`src/atrs_pkg.sv`:
```
package atrs_pkg;

    // Field widths.
    localparam int unsigned TICK_W   = 16;
    localparam int unsigned POS_W    = 11;
    localparam int unsigned CODE_W   = 8;
    localparam int unsigned PHASE_W  = 3;
    localparam int unsigned CFG_IDX_W = 3;
    localparam int unsigned PROD_W   = 2 * TICK_W;

    // Divider: two quotient bits per cycle.
    localparam int unsigned DIV_BITS_PER_CYC = 2;
    localparam int unsigned DIV_CYCLES = PROD_W / DIV_BITS_PER_CYC;
    localparam int unsigned DIV_CNT_W = $clog2(DIV_CYCLES);

    // Highest setpoint the actuator may be given.
    localparam logic [POS_W-1:0] POS_LIMIT = 11'd1066;

    // Sequence phases as shown on the result word.
    typedef enum logic [PHASE_W-1:0] {
        PH_IDLE      = 3'd0,
        PH_HOLD      = 3'd1,
        PH_RAMP_UP   = 3'd2,
        PH_TOP_HOLD  = 3'd3,
        PH_RAMP_DOWN = 3'd4,
        PH_SETTLE    = 3'd5,
        PH_END       = 3'd6
    } t_phase;

    // Configuration register indexes.
    typedef enum logic [CFG_IDX_W-1:0] {
        CFG_HOLD_TICKS      = 3'd0,
        CFG_RAMP_UP_TICKS   = 3'd1,
        CFG_TOP_HOLD_TICKS  = 3'd2,
        CFG_RAMP_DOWN_TICKS = 3'd3,
        CFG_SETTLE_TICKS    = 3'd4,
        CFG_MAX_POSITION    = 3'd5,
        CFG_MIN_POSITION    = 3'd6
    } t_cfg_idx;

    // Sequencer states of the datapath.
    typedef enum logic [2:0] {
        ST_IDLE,
        ST_MUL,
        ST_DIV,
        ST_FIN,
        ST_OUT
    } t_state;

    // Clamp a value to the setpoint limit.
    function automatic logic [POS_W-1:0] clamp_pos(input logic [PROD_W:0] v);
        logic [POS_W-1:0] res;
        if (v > {{(PROD_W + 1 - POS_W){1'b0}}, POS_LIMIT}) begin
            res = POS_LIMIT;
        end else begin
            res = v[POS_W-1:0];
        end
        return res;
    endfunction

endpackage

```
`src/actuator_test_ramp_sequencer.sv`:
```
// Actuator test ramp sequencer.
// One input word per control tick arrives on the s_axis channel (enable,
// action code, start request); for each one exactly one result word leaves on
// the m_axis channel with the phase, the setpoint and the two status flags as
// they stand after that tick. Registers are written on the cfg channel, which
// is always ready; the user must write them only while no tick is in flight,
// as the block itself does not enforce this. A tick in a ramp phase that does
// not end the ramp computes the setpoint from (distance * ticks left) / ramp
// length: a 16x16 multiply, then a shared restoring divider that yields two
// quotient bits a cycle, then a step to form and clamp the setpoint; its result
// word is then loaded once the output register is free. Every other tick goes
// straight from acceptance to loading its result word once the register is
// free. The next word is accepted only after the last result word is loaded.
// s_axis_tready is high only while the sequencer is idle. A result word sits
// in the output register until it is taken; the next tick may be accepted and
// worked on meanwhile, and its result waits until the register is free.
// Synchronous reset puts the sequence in idle with the setpoint at zero, the
// not-running flag set and the registers at their reset values.
module actuator_test_ramp_sequencer (
    input  logic        i_clk,
    input  logic        i_rst_n,
    // Tick input.
    input  logic        s_axis_tvalid,
    output logic        s_axis_tready,
    input  logic [15:0] s_axis_tdata,   // enable[0], action_code[8:1], start_req[9]
    // Result output.
    output logic        m_axis_tvalid,
    input  logic        m_axis_tready,
    output logic [15:0] m_axis_tdata,   // phase[2:0], position_setpoint[13:3],
                                        // sequence_done[14], test_not_running[15]
    // Configuration writes.
    input  logic        i_cfg_valid,
    output logic        o_cfg_ready,
    input  logic [2:0]  i_cfg_index,
    input  logic [15:0] i_cfg_data
);

    localparam int unsigned TW = atrs_pkg::TICK_W;
    localparam int unsigned PW = atrs_pkg::PROD_W;
    localparam int unsigned SW = atrs_pkg::POS_W;

    // Configuration registers.
    logic [TW-1:0] r_hold_ticks, r_ramp_up_ticks, r_top_hold_ticks;
    logic [TW-1:0] r_ramp_down_ticks, r_settle_ticks, r_max_position, r_min_position;

    // Sequence state.
    atrs_pkg::t_phase r_phase, n_phase;
    logic [TW-1:0]    r_tick_timer, n_tick_timer;
    logic [atrs_pkg::CODE_W-1:0] r_latched_code, n_latched_code;
    logic [SW-1:0]    r_setpoint, n_setpoint;
    logic             r_done, n_done;
    logic             r_not_run, n_not_run;
    logic             n_need_ramp;

    // Sequencer and arithmetic unit.
    atrs_pkg::t_state r_state, n_state;
    logic [PW-1:0]    r_quot;
    logic [TW-1:0]    r_rem;
    logic [atrs_pkg::DIV_CNT_W-1:0] r_cnt;

    // Output register.
    logic             r_m_valid;
    logic [15:0]      r_m_data;

    // Control from the sequencer.
    logic in_ready, mul_en, div_en, fin_en, out_load;
    logic in_acc, out_free;

    // Input fields.
    logic                        in_en, in_start;
    logic [atrs_pkg::CODE_W-1:0] in_code;

    // Tick evaluation.
    logic [TW-1:0] tmr_dec;
    logic          step_next;

    // Ramp operands.
    logic          ramp_up;
    logic [TW-1:0] ramp_from, ramp_to, ramp_len, ramp_diff;
    logic          ramp_rising;

    // Divider step results.
    logic [PW-1:0] d_quo;
    logic [TW-1:0] d_rem;
    logic [TW:0]   d_trial;

    // Ramp setpoint.
    logic [SW-1:0] fin_setpoint;

    assign in_en    = s_axis_tdata[0];
    assign in_code  = s_axis_tdata[8:1];
    assign in_start = s_axis_tdata[9];

    assign in_acc   = s_axis_tvalid && in_ready;
    assign out_free = !r_m_valid || m_axis_tready;

    // Configuration channel never stalls.
    assign o_cfg_ready = 1'b1;

    always_ff @(posedge i_clk) begin
        if (!i_rst_n) begin
            r_hold_ticks      <= '0;
            r_ramp_up_ticks   <= TW'(1);
            r_top_hold_ticks  <= '0;
            r_ramp_down_ticks <= TW'(1);
            r_settle_ticks    <= '0;
            r_max_position    <= '0;
            r_min_position    <= '0;
        end else if (i_cfg_valid) begin
            case (i_cfg_index)
                atrs_pkg::CFG_HOLD_TICKS:      r_hold_ticks      <= i_cfg_data;
                atrs_pkg::CFG_RAMP_UP_TICKS:   r_ramp_up_ticks   <= i_cfg_data;
                atrs_pkg::CFG_TOP_HOLD_TICKS:  r_top_hold_ticks  <= i_cfg_data;
                atrs_pkg::CFG_RAMP_DOWN_TICKS: r_ramp_down_ticks <= i_cfg_data;
                atrs_pkg::CFG_SETTLE_TICKS:    r_settle_ticks    <= i_cfg_data;
                atrs_pkg::CFG_MAX_POSITION:    r_max_position    <= i_cfg_data;
                atrs_pkg::CFG_MIN_POSITION:    r_min_position    <= i_cfg_data;
                default: ;
            endcase
        end
    end

    // Timer decrement, saturating at zero.
    assign tmr_dec   = (r_tick_timer == '0) ? '0 : r_tick_timer - TW'(1);
    assign step_next = (tmr_dec <= TW'(1));

    // Evaluate one tick; ramp setpoints are filled in later by the divider.
    always_comb begin
        n_phase        = r_phase;
        n_tick_timer   = r_tick_timer;
        n_latched_code = r_latched_code;
        n_setpoint     = r_setpoint;
        n_done         = r_done;
        n_not_run      = r_not_run;
        n_need_ramp    = 1'b0;
        case (r_phase)
            atrs_pkg::PH_HOLD, atrs_pkg::PH_RAMP_UP, atrs_pkg::PH_TOP_HOLD,
            atrs_pkg::PH_RAMP_DOWN, atrs_pkg::PH_SETTLE: begin
                if (!in_en || (in_code != r_latched_code)) begin
                    n_phase    = atrs_pkg::PH_IDLE;
                    n_setpoint = '0;
                    n_done     = 1'b0;
                    n_not_run  = 1'b1;
                end else begin
                    n_tick_timer = tmr_dec;
                    case (r_phase)
                        atrs_pkg::PH_HOLD: begin
                            if (step_next) begin
                                n_phase      = atrs_pkg::PH_RAMP_UP;
                                n_tick_timer = r_ramp_up_ticks;
                                n_setpoint   = atrs_pkg::clamp_pos(
                                    (PW + 1)'(r_min_position));
                            end
                        end
                        atrs_pkg::PH_RAMP_UP: begin
                            if (step_next) begin
                                n_phase      = atrs_pkg::PH_TOP_HOLD;
                                n_tick_timer = r_top_hold_ticks;
                                n_setpoint   = atrs_pkg::clamp_pos(
                                    (PW + 1)'(r_max_position));
                            end else begin
                                n_need_ramp = 1'b1;
                            end
                        end
                        atrs_pkg::PH_TOP_HOLD: begin
                            if (step_next) begin
                                n_phase      = atrs_pkg::PH_RAMP_DOWN;
                                n_tick_timer = r_ramp_down_ticks;
                                n_setpoint   = atrs_pkg::clamp_pos(
                                    (PW + 1)'(r_max_position));
                            end
                        end
                        atrs_pkg::PH_RAMP_DOWN: begin
                            if (step_next) begin
                                n_phase      = atrs_pkg::PH_SETTLE;
                                n_tick_timer = r_settle_ticks;
                                n_setpoint   = atrs_pkg::clamp_pos(
                                    (PW + 1)'(r_min_position));
                            end else begin
                                n_need_ramp = 1'b1;
                            end
                        end
                        default: begin
                            if (step_next) begin
                                n_phase    = atrs_pkg::PH_END;
                                n_setpoint = '0;
                                n_done     = 1'b1;
                                n_not_run  = 1'b1;
                            end
                        end
                    endcase
                end
            end
            atrs_pkg::PH_END: begin
                if (!in_en) begin
                    n_phase    = atrs_pkg::PH_IDLE;
                    n_setpoint = '0;
                    n_done     = 1'b0;
                    n_not_run  = 1'b1;
                end
            end
            default: begin
                n_phase = atrs_pkg::PH_IDLE;
                if (in_en && in_start) begin
                    n_latched_code = in_code;
                    n_phase        = atrs_pkg::PH_HOLD;
                    n_tick_timer   = r_hold_ticks;
                    n_setpoint     = '0;
                    n_done         = 1'b0;
                    n_not_run      = 1'b0;
                end
            end
        endcase
    end

    // Sequencer: next state.
    always_comb begin
        n_state = r_state;
        case (r_state)
            atrs_pkg::ST_IDLE: begin
                if (s_axis_tvalid) begin
                    n_state = n_need_ramp ? atrs_pkg::ST_MUL : atrs_pkg::ST_OUT;
                end
            end
            atrs_pkg::ST_MUL: n_state = atrs_pkg::ST_DIV;
            atrs_pkg::ST_DIV: begin
                if (r_cnt == '0) begin
                    n_state = atrs_pkg::ST_FIN;
                end
            end
            atrs_pkg::ST_FIN: n_state = atrs_pkg::ST_OUT;
            atrs_pkg::ST_OUT: begin
                if (out_free) begin
                    n_state = atrs_pkg::ST_IDLE;
                end
            end
            default: n_state = atrs_pkg::ST_IDLE;
        endcase
    end

    // Sequencer: control outputs.
    always_comb begin
        in_ready = 1'b0;
        mul_en   = 1'b0;
        div_en   = 1'b0;
        fin_en   = 1'b0;
        out_load = 1'b0;
        case (r_state)
            atrs_pkg::ST_IDLE: in_ready = 1'b1;
            atrs_pkg::ST_MUL:  mul_en   = 1'b1;
            atrs_pkg::ST_DIV:  div_en   = 1'b1;
            atrs_pkg::ST_FIN:  fin_en   = 1'b1;
            atrs_pkg::ST_OUT:  out_load = out_free;
            default: ;
        endcase
    end

    assign s_axis_tready = in_ready;

    // Ramp operands follow the phase: up runs min to max, down max to min.
    assign ramp_up     = (r_phase == atrs_pkg::PH_RAMP_UP);
    assign ramp_from   = ramp_up ? r_min_position : r_max_position;
    assign ramp_to     = ramp_up ? r_max_position : r_min_position;
    assign ramp_len    = ramp_up ? r_ramp_up_ticks : r_ramp_down_ticks;
    assign ramp_rising = (ramp_to >= ramp_from);
    assign ramp_diff   = ramp_rising ? (ramp_to - ramp_from) : (ramp_from - ramp_to);

    // Two restoring divide steps. A zero divisor gives a quotient of all ones.
    always_comb begin
        d_rem   = r_rem;
        d_quo   = r_quot;
        d_trial = '0;
        for (int k = 0; k < atrs_pkg::DIV_BITS_PER_CYC; k++) begin
            d_trial = {d_rem, d_quo[PW-1]};
            d_quo   = {d_quo[PW-2:0], 1'b0};
            if (d_trial >= {1'b0, ramp_len}) begin
                d_trial  = d_trial - {1'b0, ramp_len};
                d_quo[0] = 1'b1;
            end
            d_rem = d_trial[TW-1:0];
        end
    end

    // Setpoint from the quotient: step back from the target, clamped.
    always_comb begin
        if (ramp_rising) begin
            if ({{(PW - TW){1'b0}}, ramp_to} > r_quot) begin
                fin_setpoint = atrs_pkg::clamp_pos(
                    (PW + 1)'(ramp_to - r_quot[TW-1:0]));
            end else begin
                fin_setpoint = '0;
            end
        end else begin
            fin_setpoint = atrs_pkg::clamp_pos(
                {1'b0, r_quot} + (PW + 1)'(ramp_to));
        end
    end

    // Sequence and sequencer registers.
    always_ff @(posedge i_clk) begin
        if (!i_rst_n) begin
            r_state        <= atrs_pkg::ST_IDLE;
            r_phase        <= atrs_pkg::PH_IDLE;
            r_tick_timer   <= '0;
            r_latched_code <= '0;
            r_setpoint     <= '0;
            r_done         <= 1'b0;
            r_not_run      <= 1'b1;
            r_cnt          <= '0;
        end else begin
            r_state <= n_state;
            if (in_acc) begin
                r_phase        <= n_phase;
                r_tick_timer   <= n_tick_timer;
                r_latched_code <= n_latched_code;
                r_setpoint     <= n_setpoint;
                r_done         <= n_done;
                r_not_run      <= n_not_run;
            end
            if (mul_en) begin
                r_cnt <= atrs_pkg::DIV_CNT_W'(atrs_pkg::DIV_CYCLES - 1);
            end else if (div_en) begin
                r_cnt <= r_cnt - atrs_pkg::DIV_CNT_W'(1);
            end
            if (fin_en) begin
                r_setpoint <= fin_setpoint;
            end
        end
    end

    // Multiply then divide through the shared quotient register.
    always_ff @(posedge i_clk) begin
        if (mul_en) begin
            r_quot <= PW'(ramp_diff) * PW'(r_tick_timer);
            r_rem  <= '0;
        end else if (div_en) begin
            r_quot <= d_quo;
            r_rem  <= d_rem;
        end
    end

    // Output register holds the word until the receiver takes it.
    always_ff @(posedge i_clk) begin
        if (!i_rst_n) begin
            r_m_valid <= 1'b0;
        end else if (out_load) begin
            r_m_valid <= 1'b1;
        end else if (m_axis_tready) begin
            r_m_valid <= 1'b0;
        end
    end

    always_ff @(posedge i_clk) begin
        if (out_load) begin
            r_m_data <= {r_not_run, r_done, r_setpoint, r_phase};
        end
    end

    assign m_axis_tvalid = r_m_valid;
    assign m_axis_tdata  = r_m_data;

endmodule

```
`config.mk`:
```
export PLATFORM = sky130hd
export DESIGN_NAME = actuator_test_ramp_sequencer
export DESIGN_NICKNAME = d
export VERILOG_FILES = /design/src/atrs_pkg.sv /design/src/actuator_test_ramp_sequencer.sv
export SDC_FILE = /design/constraint.sdc
export NUM_CORES = 1
export LEC_CHECK = 0
export ABC_AREA = 1
export ABC_CLOCK_PERIOD_IN_PS = 9100
export BUFFER_PORTS_ARGS = -buffer_cell sky130_fd_sc_hd__buf_4
export CORE_ASPECT_RATIO = 1.25
export CORE_MARGIN = 8
export CORE_UTILIZATION = 50
export CTS_CLUSTER_DIAMETER = 50
export DETAILED_ROUTE_END_ITERATION = 10
export PLACE_DENSITY = 0.68
export SLEW_MARGIN = 30
export SYNTH_ARGS = -nofsm -noshare
export SYNTH_HDL_FRONTEND = slang
export SYNTH_SLANG_ARGS = --single-unit
```
`constraint.sdc`:
```
create_clock -name i_clk -period 9.1 [get_ports i_clk]
set_input_delay 0.455 -clock i_clk [delete_from_list [all_inputs] [get_ports i_clk]]
set_output_delay 0.455 -clock i_clk [all_outputs]
set_load 0.005 [all_outputs]
```
==> summary.md, run 1 <==
| Metric | Value |
|---|---|
| Comb pwr share | 0.587 |
| Period Utilization, post-route | 0.944 |
| Global-route wire length before repair | 125,000 µm |
| H-tree levels | 1 |
| Share of cells above drive strength 1 | 0.0664 |
| Syn nets | 4,223 |
| Gpl congestion | 0.975 |
| Worst Slack Setup Final | 0.512 ns |
| Worst-Skew Late Latency | 0.57 ns |
| R2R Path Start | r_phase[1]$_SDFFE_PN0P_ |
| Slowest cell on the critical path | fa_1 |
| TritonRoute pass-1 iters | 6 |
| Yosys reg bits | 224 |
| Ys async rst share | 0 |
| Max Slew Vio Count | 0 |
| Worst-margin pin slew | 0.937 ns |
| PortBufs | 51 |
| Number of synthesized flops with an enable pin | 48 |
| Final WL | 80,200 µm |
| Dpl hpwl | 64,000 µm |
| R2r setup slk | 0.51 ns |
| CP max FO | 14 |
| Chip Height | 269 µm |
| Sw Share | 0.481 |
| Top reg by flops | r_quot |
| Critical path endpoint category | flip-flop |
| FMAX | 0.116 GHz |
| Sink Count | 224 |
| Chip width | 219 µm |
| Post-synthesis cell count | 3,813 |
| Area of the multi-input gates | 17,800 µm² |
| Yosys warns | 0 |
| Die area | 58,900 µm² |
| Clk network pwr share | 0.204 |
| Row cnt | 93 |
| Initial drt markers | 1,673 |
| RSZ-0062 raised after global routing | no |
| Hold Fails Final Rpt | 0 |
| Vias | 24,500 |
| GRT Total Usage | 0.264 |
| Maximum VDD drop | 412 µV |
| Seq/Total Area, Yosys | 0.193 |
| Clock Skew | 0.0320 ns |
| Sequential Area | 4960 µm² |
| Post-layout util | 0.541 |
| Max stage delay on crit path | 0.65 ns |
| Filler cells | 5,085 |
| Root Buffer | clkbuf_16 |
| Wire per inst | 17.8 µm |
| Max Root-Sink Buffers | 3 |
| Internal Power | 2.85 mW |
| Nets | 4,218 |
| Syn Area/Cell | 6.73 µm² |
| Pwr Density | 198 nW/µm² |
| Startpoint types | flip-flop |
| Mapped Area | 25,700 µm² |
| Initial antenna violation count | 0 |
| Setup TNS | 0 ns |
| Drc violations | 0 |
| DP Worst Slack | 0.329 ns |
| Clk pin slew, worst setup/hold paths | 0.06 ns |
| I/O pin total | 59 |
| Final setup viols | 0 |
| Max reg flops | 32 |
| Predominant post-synthesis flop cell | dfxtp_1 |
| Worst Hold Launch | s_axis_tdata[7] |
| Hold buffer count at cts | 0 |
| Total CTS buffers | 26 |
| Synth cell types | 60 |
| CTS tree | yes |
| Final min period | 8.59 ns |
| Number of diodes | 0 |
| Net Sw Power | 2.63 mW |
| Min-delay worst type | in -> reg |
| Area Overhead vs Synth | 7.65% |
| Max cap viols | 0 |
| Vias in the first global route | 23,200 |
| Register share of total power | 0.209 |
| CP startpoint | r_phase[1]$_SDFFE_PN0P_ |
| Placeable Area | 51,100 µm² |
| Worst Path Arrival | 8.88 ns |
| Lkg Pwr | 13.5 nW |
| Max_slew headroom | 0.369 |
| Largest net degree at the start of global routing | 97 |
| ANT nets after route | 0 |
| Initial core utilization | 0.503 |
| Data required, critical path | 9.39 ns |
| Routed vias/inst | 5.46 |
| Status | complete, no violations |
| Kind of critical path | reg -> reg |
| GR Overflow Total | 0 |
routing by layer:
metal  GRT usage  vias up  share of wire
li1            -    12100              -
met1       0.313    11400           0.40
met2       0.454      813           0.49
met3      0.0277      230          0.051
met4       0.156        0          0.068
met5           0        -              0
placed cells by master, fill, tap and decap left out, types with 6 or more instances in the layout:
cell,count
nor2_2,8
o21a_1,6
clkbuf_16,26
o21ai_1,39
nand2_1,859
o22ai_1,17
nand3b_1,14
nor3_2,6
nand4_1,46
a21o_1,8
ha_1,172
nor3_1,32
clkinv_1,7
clkbuf_1,6
xor2_1,74
nand2_2,17
dfxtp_1,176
nor2_1,439
o211ai_1,10
inv_1,604
xnor2_1,29
inv_2,30
o21ai_2,12
nand3_1,178
fa_1,198
o21ai_0,298
a21oi_1,256
nor4_1,10
a31oi_1,6
o21bai_1,12
buf_4,93
or2_2,16
edfxtp_1,48
worst max-delay path: cells and delay by family (launching register included):
kind	cells	cell delay (ns)
adder cells (fa/ha/maj)	8	3.72
AND/OR/NAND/NOR	14	1.84
AO/OA/AOI/OAI	9	1.46
buffers and inverters	7	0.75
flip-flops	1	0.48
cells by family after synthesis:
logic type	synth area share
and+or+nand+nor	0.267
buffers and inverters	0.117
AOI/OAI and AO/OA	0.147
adders and majority gates	0.238
DFF	0.193
xor gates and xnor gates	0.0373
other	0.000146
per-stage QoR:
step	hold WS, ns	instances	power, mW	area, µm²
CTS	0.129	4488	5.43	27500
global route	0.153	4493	5.90	27600
finish	0.148	4493	5.48	27600
floorplan	0.408	3813	3.51	25700
detailed placement	0.418	4440	4.30	26600
global placement	0.415	4440	4.28	26600
timing repair:
action | in CTS | in global routing
endpoints found under the hold margin | 0 | 0
endpoints found under the setup margin | 0 | 11
gates resized for setup | 0 | 15
buffers inserted | 0 | 5
layout make-up:
cell class,instances,share of cell area
clock buffer,34,0.0254
clock inverter,14,0.00788
sequential,224,0.180
timing repair buffer,94,0.0257
inverter,645,0.0885
tap,665,0.0301
multi-input combinational,2817,0.643
Yosys cell counts, types with 11 or more instances:
master,count,area share
o21bai_1,12,0.0035
edfxtp_1,48,0.056
nor4_1,11,0.0027
fa_1,198,0.15
dfxtp_1,176,0.14
o21ai_0,299,0.058
xnor2_1,29,0.0099
clkbuf_1,82,0.012
nor2_1,440,0.064
o21ai_1,40,0.0078
o22ai_1,17,0.0041
nand3b_1,14,0.0041
or2_2,16,0.0039
o21ai_2,11,0.0038
xor2_1,74,0.025
nand2_2,15,0.0037
ha_1,172,0.084
inv_2,33,0.0048
buf_2,32,0.0062
nand2_1,861,0.13
nand3_1,178,0.035
nor3_1,35,0.0068
inv_1,605,0.088
nand4_1,46,0.011
a21oi_1,257,0.050
worst paths after layout:
| path | cells after the start | end |
|---|---|---|
| worst max-delay path | 38 | r_quot[29]$_DFFE_PP_ |
| worst min-delay path | 3 | r_latched_code[6]$_SDFFE_PN0P_ |
| worst max register to register | 38 | r_quot[29]$_DFFE_PP_ |
| worst min register to register | 0 | m_axis_tdata[5]$_DFFE_PP_ |
power groups by stage:
stage | sequential [mW] | combinational (mW) | clock, mW
floorplan | 1.14 | 2.37 | 0
global placement | 1.16 | 3.12 | 0
detailed placement | 1.16 | 3.14 | 0
CTS | 1.14 | 3.15 | 1.14
global route | 1.15 | 3.57 | 1.17
finish | 1.14 | 3.21 | 1.12
(Power assumes the default switching activity.)
==> run 2, diff against run 1 <==
--- a/config.mk
+++ b/config.mk
@@ -11,6 +11,7 @@
 export CORE_ASPECT_RATIO = 1.25
 export CORE_MARGIN = 8
 export CORE_UTILIZATION = 50
+export CTS_BUF_LIST = sky130_fd_sc_hd__clkbuf_16
 export CTS_CLUSTER_DIAMETER = 50
 export DETAILED_ROUTE_END_ITERATION = 10
 export PLACE_DENSITY = 0.68
==> run 2 against run 1 <==
Against the previous run: setup slack improved by 0.015 ns; flip-flop and latch count stayed put; count of clock-buffer cells in the layout fell by 8; maximum frequency is 0.17% higher; clock skew grew 0.00074 ns; via count grew 0.14%; critical path depth is 1 higher; largest power group unchanged.
==> summary.md, run 2 (synthesis gave the netlist of run 1 again) <==
| Metric | Value |
|---|---|
| CP max FO | 14 |
| Max Slew Vio Count | 0 |
| Worst Hold Launch | s_axis_tdata[7] |
| Chip Height | 269 µm |
| Top reg by flops | r_quot |
| Area Overhead vs Synth | 7.57% |
| Pwr Density | 197 nW/µm² |
| Max stage delay on crit path | 0.66 ns |
| Final WL | 80,000 µm |
| CP startpoint | r_phase[2]$_SDFFE_PN0P_ |
| Global-route wire length before repair | 125,000 µm |
| Dpl hpwl | 64,000 µm |
| Drc violations | 0 |
| Die area | 58,900 µm² |
| Placeable Area | 51,100 µm² |
| Total CTS buffers | 26 |
| TritonRoute pass-1 iters | 6 |
| Status | complete, no violations |
| RSZ-0062 raised after global routing | no |
| Setup TNS | 0 ns |
| Filler cells | 5,087 |
| Post-layout util | 0.541 |
| Largest net degree at the start of global routing | 97 |
| Vias | 24,600 |
| Clock Skew | 0.0327 ns |
| Clk pin slew, worst setup/hold paths | 0.06 ns |
| Chip width | 219 µm |
| R2R Path Start | r_phase[2]$_SDFFE_PN0P_ |
| Max_slew headroom | 0.356 |
| Gpl congestion | 0.975 |
| Share of cells above drive strength 1 | 0.0658 |
| Critical path endpoint category | flip-flop |
| Worst-margin pin slew | 0.956 ns |
| Row cnt | 93 |
| Finished Layout Cells | 4,493 |
| GRT Total Usage | 0.264 |
| Routed vias/inst | 5.46 |
| Vias in the first global route | 23,200 |
| Initial drt markers | 1,685 |
| Hold Fails Final Rpt | 0 |
| Worst Path Arrival | 8.87 ns |
| CP top delay family | adder cells |
| Slowest cell on the critical path | fa_1 |
| GR Overflow Total | 0 |
| Sink Count | 224 |
| Kind of critical path | reg -> reg |
| Wire per inst | 17.8 µm |
| I/O pin total | 59 |
| Post-placement cell area | 26,600 µm² |
| Lkg Pwr | 13.5 nW |
| Max reg flops | 32 |
| ANT nets after route | 0 |
| Data required, critical path | 9.39 ns |
| Buf/Inv on CP | 8 |
| Initial antenna violation count | 0 |
| Nets | 4,218 |
| Worst-Skew Late Latency | 0.57 ns |
| Dpl cells | 4,440 |
| CTS tree | yes |
| Final setup viols | 0 |
| Most frequent cells in the layout | nand2_1, inv_1, nor2_1 |
| Min-delay worst type | in -> reg |
| Number of diodes | 0 |
| Period Utilization, post-route | 0.942 |
| Maximum VDD drop | 412 µV |
| H-tree levels | 1 |
| Root Buffer | clkbuf_16 |
| Final min period | 8.57 ns |
| Initial core utilization | 0.503 |
| Max cap viols | 0 |
| Max Root-Sink Buffers | 3 |
| PortBufs | 51 |
| Commonest non-fill, non-tap cell in the layout | nand2_1 |
| FMAX | 0.117 GHz |
| Final instance area | 27,600 µm² |
| Startpoint types | flip-flop |
## run 2: changes by cell type in the layout (fill, tap and decap cells not counted)
cell / delta
clkbuf_1: -6
clkbuf_8: -2
clkinv_1: +2
inv_1: +6
## run 2: area by class of cell
class / instances / area, µm² / area share
multi-input combinational: 2817 / 17800 / 0.643
sequential: 224 / 4960 / 0.180
inverter: 645 / 2440 / 0.0885
tap: 665 / 832 / 0.0301
timing repair buffer: 94 / 709 / 0.0257
clock buffer: 26 / 651 / 0.0236
clock inverter: 22 / 248 / 0.00897
## run 2: final timing paths
path	depth (start not counted)	end	slack [ns]
worst max-delay path	39	r_quot[29]$_DFFE_PP_	0.53
worst min register to register	0	m_axis_tdata[5]$_DFFE_PP_	0.44
worst min-delay path	3	r_latched_code[6]$_SDFFE_PN0P_	0.15
worst max register to register	39	r_quot[29]$_DFFE_PP_	0.53
## run 2: metal layers
metal | track usage | part of all wire | vias up
met3 | 0.0277 | 0.055 | 235
met5 | 0 | 0 | -
met4 | 0.156 | 0.070 | 0
li1 | - | - | 12100
met2 | 0.454 | 0.48 | 884
met1 | 0.313 | 0.39 | 11300
## run 2: timing repair
| item | 4_1_cts | 5_1_grt |
|---|---|---|
| hold buffers | 0 | 0 |
| hold endpoints to repair | 0 | 0 |
| endpoints found under the setup margin | 0 | 11 |
| buffers inserted | 0 | 5 |
| gates resized for setup | 0 | 15 |
## run 2: power breakdown
part	switching (mW)	leakage (nW)	internal (mW)
sequential	0.0613	1.87	1.08
clock	0.452	0.452	0.644
combinational	2.11	11.1	1.09
## run 2: worst min-delay path: cells and delay by family
| kind | cells | cell delay, ns |
|---|---|---|
| simple gates | 2 | 0.12 |
| buf+inv | 1 | 0.09 |
## run 2: through the flow
step / hold WS [ns] / worst slack [ns] / total power [mW]
2_1_floorplan: 0.408 / 1.29 / 3.51
3_3_place_gp: 0.415 / 0.439 / 4.28
3_5_place_dp: 0.418 / 0.329 / 4.30
4_1_cts: 0.129 / 0.312 / 5.41
5_1_grt: 0.153 / 0.0321 / 5.87
6_report: 0.148 / 0.527 / 5.45
